**config.mk**
```make
export PLATFORM = sky130hd
export DESIGN_NAME = sls_cell
export DESIGN_NICKNAME = d
export VERILOG_FILES = /design/src/rtl/sls_pkg.sv /design/src/rtl/sls_cell.sv
export SDC_FILE = /design/constraint.sdc
export NUM_CORES = 1
export LEC_CHECK = 0
export ABC_AREA = 1
export BUFFER_PORTS_ARGS = -buffer_cell sky130_fd_sc_hd__buf_4
export CORE_MARGIN = 2
export CORE_UTILIZATION = 40
export DETAILED_ROUTE_END_ITERATION = 8
export MAX_ROUTING_LAYER = met4
export PLACE_DENSITY = 0.7
export SLEW_MARGIN = 20
export SYNTH_ARGS = -nofsm -noshare
export SYNTH_HDL_FRONTEND = slang
export SYNTH_SLANG_ARGS = --single-unit
```
**constraint.sdc**
```tcl
create_clock -name clock -period 6.02 [get_ports clock]
set_clock_uncertainty 0.15 [all_clocks]
set_input_delay 1.204 -clock clock [delete_from_list [all_inputs] [get_ports clock]]
set_output_delay 1.204 -clock clock [all_outputs]
set_load 0.02 [all_outputs]
```
**src/rtl/sls_pkg.sv**
```systemverilog
// ----------------------------------------------------------------------------
// sls_pkg
// shared constants, codes and types of the sorted list store
// ----------------------------------------------------------------------------
package sls_pkg;

   localparam int DEPTH       = 32;
   localparam int CNT_W       = $clog2(DEPTH + 1);
   localparam int VALUE_W     = 32;
   localparam int OP_W        = 3;
   localparam int COUNT_OUT_W = 6;
   localparam int STATUS_W    = 2;

   typedef logic signed [VALUE_W-1:0] value_type;
   typedef logic [CNT_W-1:0]          count_type;

   typedef enum logic [OP_W-1:0] {
      OP_INSERT    = 3'd0,
      OP_DELETE    = 3'd1,
      OP_COUNT     = 3'd2,
      OP_ASC_DUMP  = 3'd3,
      OP_DESC_DUMP = 3'd4,
      OP_ALT_DUMP  = 3'd5
   } opcode_type;

   typedef enum logic [STATUS_W-1:0] {
      ST_OK        = 2'd0,
      ST_FULL      = 2'd1,
      ST_NOT_FOUND = 2'd2,
      ST_EMPTY     = 2'd3
   } status_type;

   typedef enum logic {
      FSM_IDLE,
      FSM_DUMP
   } fsm_state_type;

   typedef enum logic [2:0] {
      CMD_HOLD,
      CMD_INSERT,
      CMD_DELETE,
      CMD_ROT_LEFT,
      CMD_ROT_RIGHT
   } cell_cmd_type;

   // what a cell shows its neighbors
   typedef struct packed {
      logic      valid;
      logic      gt;
      value_type value;
   } link_type;

endpackage

```
**src/rtl/sls_cell.sv**
```systemverilog
// ----------------------------------------------------------------------------
// sls_cell
// one slot of the sorted row: holds a value, compares it to the key and
// shifts toward either neighbor on command
// ----------------------------------------------------------------------------
module sls_cell (
   input  logic                 clock,
   input  logic                 reset,
   input  sls_pkg::cell_cmd_type cmd,
   input  sls_pkg::value_type   key,
   input  sls_pkg::link_type    left_link,
   input  sls_pkg::link_type    right_link,
   input  sls_pkg::value_type   head_value,
   output sls_pkg::link_type    link,
   output logic                 match
);
   import sls_pkg::*;

   value_type value_ff, value_in;
   logic      valid_ff, valid_in;
   logic      ge;

   assign link.valid = valid_ff;
   assign link.value = value_ff;
   assign link.gt    = valid_ff && (value_ff > key);
   assign ge         = valid_ff && (value_ff >= key);
   assign match      = valid_ff && (value_ff == key);

   always_comb begin
      value_in = value_ff;
      valid_in = valid_ff;
      case (cmd)
         CMD_INSERT: begin
            // cells at or past the insert point move right by one
            if (!valid_ff || link.gt) begin
               value_in = left_link.gt ? left_link.value : key;
               valid_in = valid_ff || left_link.valid;
            end
         end
         CMD_DELETE: begin
            // from the first match on, pull in the right neighbor
            if (ge) begin
               value_in = right_link.value;
               valid_in = right_link.valid;
            end
         end
         CMD_ROT_LEFT: begin
            if (valid_ff) begin
               value_in = right_link.valid ? right_link.value : head_value;
            end
         end
         CMD_ROT_RIGHT: begin
            if (valid_ff) begin
               value_in = left_link.value;
            end
         end
         default: begin
            value_in = value_ff;
            valid_in = valid_ff;
         end
      endcase
   end

   always_ff @(posedge clock) begin
      if (reset) begin
         valid_ff <= 1'b0;
      end else begin
         valid_ff <= valid_in;
      end
      value_ff <= value_in;
   end

endmodule

```
After elaboration in Yosys (flattened, before gate mapping)
Index checks and enable logic that the tools add are counted.

Register bits: 33. Input port bits: 137. Output and inout bits: 35. Word-level logic and storage cells: 33.

Order comparisons: 2. Eq/ne operators: 9. Multiplexer cells: 10. Reductions and logical operators: 10.

Operator list (number): $mux 32 (6); $pmux 32 s4 (1); $eq 32x32->1 (1); $ge 32x32->1 (1); $gt 32x32->1 (1); $ne 2x2->1 const B (4); $eq 3x2->1 const B (2); $reduce_and 5->1 (1); $reduce_bool 4->1 (1); $eq 3x1->1 const B (1); $eq 3x3->1 const B (1); $logic_and 1x1->1 (3); $reduce_and 3->1 (1); $logic_or 1x1->1 (2); $mux 1 (2); $pmux 1 s2 (1); $reduce_bool 2->1 (1); $logic_not 1->1 (1).

Logic depth before layout (Yosys ltp)
Gate-level depths: netlist (run 1).

Depth in word-level cells: 5. Depth in mapped cells: 20. Gate-level depth less buffers: 20.

Worst setup path before layout (run 1)
Ideal clock, no wire load.

Path kind: in2out. Start point: input port key[31]. End point: output port link[32] (netlist name). Data arrival time: 2.520 ns. Required time: 4.666 ns. Setup slack: 2.146 ns. Cell stages on the path: 10. Path buffers: 0. Path through: inv_1 -> ha_1 -> a21oi_1 -> o21a_1 -> nand2_1 -> a21oi_1 -> nand2_1 -> nand2_1 -> nand3_1 -> nor2_1.

RTL lines: start: declaration (RTL line sls_cell.sv:10) `input sls_pkg::value_type key,`; end: declaration (RTL line sls_cell.sv:14) `output sls_pkg::link_type link,`.

==> results.md, run 1 <==
- Status: complete, no violations
- Cells on worst reg2reg path: 11
- Actual transition at the worst max-transition pin: slightly below 0.8 ns
- Crit path required time: between 4 and 5 ns
- Post-CTS Setup Repair Bufs: 0
- Worst IR drop on VDD: between 0.09 and 0.1 mV
- Time the worst path needs with I/O delays and setup: roughly 4.1 ns
- Initial core utilization: 0.414
- Sum of negative setup slack: 0 ns
- Critical Path, Cell by Cell: buf_4, inv_1, ha_1, a21oi_1, o21a_1, nand2_1, a21oi_1, nand2_1, nand2_1, nand3_1, nor2_1, buf_4
- Highest attainable clock frequency: approximately 0.24 GHz
- Detailed Route Iter0 Violations: roughly 220
- Xor-xnor portion of the synthesized cell area: 0
- Number of distinct library cells after synthesis: 29
- Total number of nets in the final design: between 700 and 800
- Adder and majority cell fraction of the synthesized area: 0.118
- Global Route Usage Sum: 0.265
- Largest net degree at the start of global routing: 65
- Core Footprint: between 8000 and 9000 um2
- Latest clock arrival within the worst-skew pair: between 0.2 and 0.3 ns
- Mean instance size in the synthesized netlist: between 7 and 8 um2
- Dpl hpwl: ~8700 um
- Combined area of the multi-input logic cells: 2060 um2
- CP Buf/Inv Count: 3
- Mux share of post-synthesis cell area: 0
- Summed instance area of the synthesized netlist: roughly 3400 um2
- Hold-fix buffer count after cts: 0
- Post-route DRC: 0
- Share of cells above drive strength 1: 0.326
- Data arrival time at the worst-slack endpoint: 2.73 ns
- Routed wire length: 12100 um
- Final count of hold timing violations: 0
- CTS clock-pin slew for the worst setup and hold paths: about 0.070 ns
- Final setup vio count: 0
- GRT Residual Overflow: 0
- First-pass GRT wire length: roughly 19000 um
- Routed Antenna Nets: 0
- Synth warnings: 0
- H-Tree Level Count: 2
- Combinational family with the most area after synthesis: compound AO/OA/AOI/OAI gates
- Fraction of the mapped netlist area in compound gates: 0.259
- Number of rows created at floorplan: 33
- Class of the most critical hold timing path: flop to flop
- Total stage count of the critical path: 12
- Via count of the first global-routing pass: around 3900
- Synth Net Count: about 620
- Number of antenna violations at the first check in global routing: 0
- Peak fanout along the critical path: 2
- Post-route fraction of the period consumed by the critical path: 0.678
- Power per cell area: approximately 170 nW/um2
- Sequential area share after synthesis: 0.289
- DP Cell Count: approximately 690
- Slowest-stage cell, CP: sky130_fd_sc_hd__ha_1
- CTS max path bufs: 2
- Post-synthesis share of cell area spent on and, or, nand and nor gates: 0.229
- # diodes: 0
- Die boundary height: 96.2 um
- Cell type group with the largest total delay on the critical path: compound AO/OA/AOI/OAI gates
- Routability congestion estimate from global placement: ~0.94
- Number of primary I/O pins: around 170
- Number of detailed-routing iterations run before antenna repair: 5
- Clk sink count: 33
- Number of resized instances in the post-cts repair step: 0
- Number of cells on the worst hold path: 4
- Max-Slew Margin vs Limit: 0.471
- Final Total Pwr: roughly 0.83 mW
- Layout overhead on the synthesized area: 41.0%
- Post-DR vias/cell: roughly 5.7
- CTS buffer count: 5
- Clock tree from TritonCTS: done
- Layout Cells excl Fill: about 700
- Number of max-cap violations: 0
- LEAKAGE: 2.13 nW
- Total number of vias: approximately 4000
- Worst setup path category: input pin to primary output
- Endpoint type of the worst setup path: primary output
- Sequential standard cell area: ~1000 um2
- Die X-Extent: between 90 and 100 um
- CP peak stage delay: approximately 0.31 ns
- Number of filler cells placed in the layout: just under 800
- Slew Limit Fails: 0
- Avg WL per Cell: 17.3 um
- Number of synthesized register bits: 33
- Worst setup SP type: input pin
- Full die area: approximately 9000 um2
- Most used cell, CP: sky130_fd_sc_hd__nand2_1
- I/O Buffers: 170
- Post-synthesis cell count: 446
- RSZ-0062 raised after global routing: false
- CTS Root Cell: sky130_fd_sc_hd__clkbuf_8
-- cell type report --
| type | count | share of cell area |
|---|---|---|
| inverter | 53 | 0.0415 |
| tap | 105 | 0.0274 |
| multi-input combinational | 323 | 0.430 |
| sequential | 33 | 0.205 |
| timing repair buffer | 175 | 0.274 |
| clock buffer | 6 | 0.0151 |
| clock inverter | 2 | 0.00705 |
-- Yosys cell counts --
cell                        n  area (um2)
sky130_fd_sc_hd__inv_2      3        11.3
sky130_fd_sc_hd__o2111a_1   1        11.3
sky130_fd_sc_hd__nand2_2    3        18.8
sky130_fd_sc_hd__dfxtp_1    1        20.0
sky130_fd_sc_hd__nor2_4     1        11.3
sky130_fd_sc_hd__inv_1     50         188
sky130_fd_sc_hd__o31ai_1    1        7.51
sky130_fd_sc_hd__o21ai_0    4        20.0
sky130_fd_sc_hd__nand2_1   79         297
sky130_fd_sc_hd__o211ai_1  32         240
sky130_fd_sc_hd__o21ai_1    1        5.00
sky130_fd_sc_hd__a21oi_1   14        70.1
sky130_fd_sc_hd__edfxtp_1  32         961
sky130_fd_sc_hd__o21a_1     2        15.0
sky130_fd_sc_hd__nor3_4     1        16.3
sky130_fd_sc_hd__a41oi_1   31         272
sky130_fd_sc_hd__a211oi_1  31         233
sky130_fd_sc_hd__a21o_1     1        7.51
sky130_fd_sc_hd__buf_6      1        11.3
sky130_fd_sc_hd__nand3_1    6        30.0
sky130_fd_sc_hd__buf_2      7        35.0
sky130_fd_sc_hd__ha_1      32         400
sky130_fd_sc_hd__clkbuf_1  28         105
sky130_fd_sc_hd__nand4_1   33         206
sky130_fd_sc_hd__nor2_1    46         173
sky130_fd_sc_hd__nand3_2    1        10.0
sky130_fd_sc_hd__nor3_1     1        5.00
sky130_fd_sc_hd__nor2_2     2        12.5
sky130_fd_sc_hd__buf_4      1        7.51
-- report_power, final --
part           internal [mW]  leakage [nW]  switching [mW]
Sequential             0.285         0.314          0.0130
Clock                  0.122        0.0528          0.0875
Combinational          0.147          1.76           0.180
-- placed cells by master (no fill, tap or decap), types with 2 or more instances in the layout --
cell	count
sky130_fd_sc_hd__a21oi_1	14
sky130_fd_sc_hd__nand2_2	3
sky130_fd_sc_hd__nor2_2	2
sky130_fd_sc_hd__nand3_1	6
sky130_fd_sc_hd__edfxtp_1	32
sky130_fd_sc_hd__a41oi_1	31
sky130_fd_sc_hd__o21ai_0	4
sky130_fd_sc_hd__o21a_1	2
sky130_fd_sc_hd__nand4_1	33
sky130_fd_sc_hd__nor2_1	46
sky130_fd_sc_hd__o211ai_1	32
sky130_fd_sc_hd__inv_1	49
sky130_fd_sc_hd__inv_2	4
sky130_fd_sc_hd__a211oi_1	31
sky130_fd_sc_hd__buf_4	175
sky130_fd_sc_hd__clkbuf_8	5
sky130_fd_sc_hd__ha_1	32
sky130_fd_sc_hd__nand2_1	79
-- cell families after synthesis --
kind of cell,count (synthesis)
AND/OR/NAND/NOR,173
flip-flops,33
adder cells (fa/ha/maj),32
buffers and inverters,90
AO/OA/AOI/OAI,118
-- final timing paths --
check / from / end / slack [ns]
worst min-delay path: valid_ff / valid_ff / 0.54
worst min register to register: valid_ff / valid_ff / 0.54
worst max-delay path: key[23] / link[32] / 1.94
worst max register to register: value_ff[21] / value_ff[15] / 2.83
-- through the flow --
stage                     utilization  setup WS [ns]  hold slack (ns)  area, um2
after global routing            0.583           1.74            0.615       4790
final                           0.583           1.94            0.545       4790
after CTS                       0.583           1.92            0.541       4790
after global placement          0.570           1.72            0.501       4690
after detailed placement        0.570           1.73            0.527       4690
after floorplan                     -           2.15            0.451       3400
-- sequential cells by signal, indices dropped and copies added (netlist names) --
signal and cells:
value_ff 32, valid_ff 1
-- tightest hold or removal path, cell delays in order, from the launching register on --
cell                      delay (ns)
sky130_fd_sc_hd__dfxtp_1        0.34
sky130_fd_sc_hd__inv_1          0.16
sky130_fd_sc_hd__nand2_1        0.08
sky130_fd_sc_hd__inv_1          0.05
sky130_fd_sc_hd__nor2_1         0.03
-- routing by layer --
| metal | share of wire | routed length [um] | GRT usage | vias to the layer above |
|---|---|---|---|---|
| li1 | - | - | - | 1937 |
| met1 | 0.42 | 5070 | 0.343 | 1851 |
| met2 | 0.50 | 6000 | 0.424 | 178 |
| met3 | 0.068 | 821 | 0.0399 | 20 |
| met4 | 0.015 | 178 | 0.0857 | 0 |
| met5 | 0 | 0 | - | - |
Power figures use the tool's default switching activity.
==> run 2: changes to the inputs <==
Clock period 6.02 ns to 4 ns, I/O delays scaled along.
==> results.md, run 2 (synthesis results as in run 1) <==
- Status: complete, no violations
- Number of max-cap violations: 0 (unchanged)
- Part of the total power dissipated in sequential elements: 0.354 (-0.003)
- Worst setup SP type: input pin
- Register with the most flip-flops: value_ff
- Number of resized instances in the post-cts repair step: 0 (unchanged)
- Avg WL per Cell: 17.1 um (-1.4%)
- CTS clock-pin slew for the worst setup and hold paths: 0.07 ns (about the same)
- Worst-case register-to-register setup slack: 1.36 ns (-1.47 ns)
- Clk sink count: 33 (unchanged)
- CTS Root Cell: sky130_fd_sc_hd__clkbuf_8
- RSZ-0062 raised after global routing: false
- Largest registers: value_ff (32), valid_ff (1)
- CTS max path bufs: 2 (unchanged)
- Clock share of power: 0.255 (+0.004)
- Latest clock arrival within the worst-skew pair: 0.29 ns (about the same)
- Core Footprint: 8220 um2 (unchanged)
- Worst Setup Slack, final: 0.673 ns (-1.26 ns)
- Layout Cells excl Fill: 699 (+0.29%)
- R2R Path Start: value_ff[11]
- Share of cells above drive strength 1: 0.328 (+0.00227)
- CP startpoint: key[31]
- Routed wire length: 11900 um (-1.1%)
- Post-DR vias/cell: 5.68 (-0.61%)
- Crit path required time: 3.05 ns (-1.62 ns)
- Internal power: 0.837 mW (+51%)
- Number of rows created at floorplan: 33 (unchanged)
- Layout overhead on the synthesized area: 41.4%
- Total number of nets in the final design: 762 (+0.26%)
- Detailed Route Iter0 Violations: 203 (-8.1%)
- Largest net degree at the start of global routing: 65 (unchanged)
- Sum of negative setup slack: 0 ns (unchanged)
- Post-CTS Setup Repair Bufs: 0 (unchanged)
- Peak fanout along the critical path: 4 (+2)
- # diodes: 0 (unchanged)
- Actual transition at the worst max-transition pin: 0.705 ns (-0.0850 ns)
- Full die area: 9250 um2 (unchanged)
- CTS buffer count: 5 (unchanged)
- GRT Residual Overflow: 0 (unchanged)
- Number of primary I/O pins: 172 (unchanged)
- LEAKAGE: 2.14 nW (+0.47%)
- Routability congestion estimate from global placement: 0.941 (+0.48%)
- Routed Antenna Nets: 0 (unchanged)
- Switching power: 0.429 mW (+53%)
- Dpl ws: 0.674 ns (-1.05 ns)
- DP Cell Count: 691 (+0.29%)
- Global Route Usage Sum: 0.262 (-0.00262)
- Largest register FFs: 32 (unchanged)
- Post-route DRC: 0 (unchanged)
- Via count of the first global-routing pass: 3751 (-3.4%)
- Power per cell area: 263 nW/um2 (+51%)
- I/O Buffers: 170 (unchanged)
- Final setup vio count: 0 (unchanged)
- Total number of vias: 3973 (-0.33%)
- Highest attainable clock frequency: between 0.3 and 0.4 GHz
- First-pass GRT wire length: 18100 um (-2.2%)
- Number of antenna violations at the first check in global routing: 0 (unchanged)
- Initial core utilization: 0.414 (unchanged)
- Final count of hold timing violations: 0 (unchanged)
- Die boundary height: 96.2 um (unchanged)
- Data arrival time at the worst-slack endpoint: 2.38 ns (-0.35 ns)
- Commonest cells after routing, fill and taps aside: sky130_fd_sc_hd__buf_4, sky130_fd_sc_hd__nand2_1, sky130_fd_sc_hd__inv_1
- Endpoint type of the worst setup path: primary output
- Max-Slew Margin vs Limit: 0.529 (+0.0573)
- Number of detailed-routing iterations run before antenna repair: 4 (-1)
- H-Tree Level Count: 2 (unchanged)
- Final Total Pwr: 1.27 mW (+52%)
- Worst setup path category: input pin to primary output
- Most common cell after layout, fill and taps aside: sky130_fd_sc_hd__buf_4
- Time the worst path needs with I/O delays and setup: about 3.3 ns
- Hold-fix buffer count after cts: 0 (unchanged)
- Part of the power in combinational logic: 0.391 (about the same)
- Die X-Extent: 96.2 um (unchanged)
- Worst IR drop on VDD: 0.126 mV (+31%)
- Slew Limit Fails: 0 (unchanged)
- Clock tree from TritonCTS: done
- Post-route fraction of the period consumed by the critical path: 0.832
- Class of the most critical hold timing path: flop to flop
- Worst min-delay path startpoint: valid_ff
- Switching power share of the total: 0.339 (+0.00306)
- Dpl hpwl: 8750 um (+0.19%)
-- run 2: final cells by class --
type                            instances  area (um2)
Clock inverter                          2        33.8
Timing Repair Buffer                  177        1330
Sequential cell                        33         981
Inverter                               53         199
Tap cell                              105         131
Multi-Input combinational cell        323        2060
Clock buffer                            6        72.6
Fill cell                             756        3410
-- run 2: path summary, 6_finish.rpt --
| check | endpoint | cells past startpoint |
|---|---|---|
| min reg2reg | valid_ff | 4 |
| max | link[32] | 12 |
| max reg2reg | value_ff[19] | 13 |
| min | valid_ff | 4 |
-- run 2: per-stage QoR --
| stage | utilization | hold slack, ns | area [um2] |
|---|---|---|---|
| after global placement | 0.572 | 0.503 | 4700 |
| final | 0.585 | 0.543 | 4810 |
| after floorplan | - | 0.451 | 3400 |
| after detailed placement | 0.572 | 0.512 | 4700 |
| after global routing | 0.585 | 0.598 | 4810 |
| after CTS | 0.585 | 0.522 | 4810 |
-- run 2: critical path: stages --
cell	delay, ns
sky130_fd_sc_hd__buf_4	0.08
sky130_fd_sc_hd__inv_1	0.05
sky130_fd_sc_hd__ha_1	0.35
sky130_fd_sc_hd__a21oi_1	0.17
sky130_fd_sc_hd__o21a_1	0.15
sky130_fd_sc_hd__nand2_1	0.05
sky130_fd_sc_hd__a21oi_1	0.17
sky130_fd_sc_hd__nand2_1	0.08
sky130_fd_sc_hd__nand2_1	0.08
sky130_fd_sc_hd__nand3_1	0.12
sky130_fd_sc_hd__nor2_1	0.12
sky130_fd_sc_hd__buf_4	0.15
-- run 2: power groups by stage --
stage	Combinational [mW]	Clock, mW	Sequential, mW
floorplan	0.230	0	0.493
global placement	0.484	0	0.455
detailed placement	0.492	0	0.455
CTS	0.494	0.320	0.448
global route	0.544	0.338	0.453
finish	0.495	0.322	0.448
-- run 2: metal layers --
layer | up-vias | global-route usage | wire length, um
li1 | 1932 | - | -
met1 | 1855 | 0.337 | 4970
met2 | 164 | 0.428 | 5940
met3 | 22 | 0.0376 | 780
met4 | 0 | 0.0786 | 251
met5 | - | - | 0
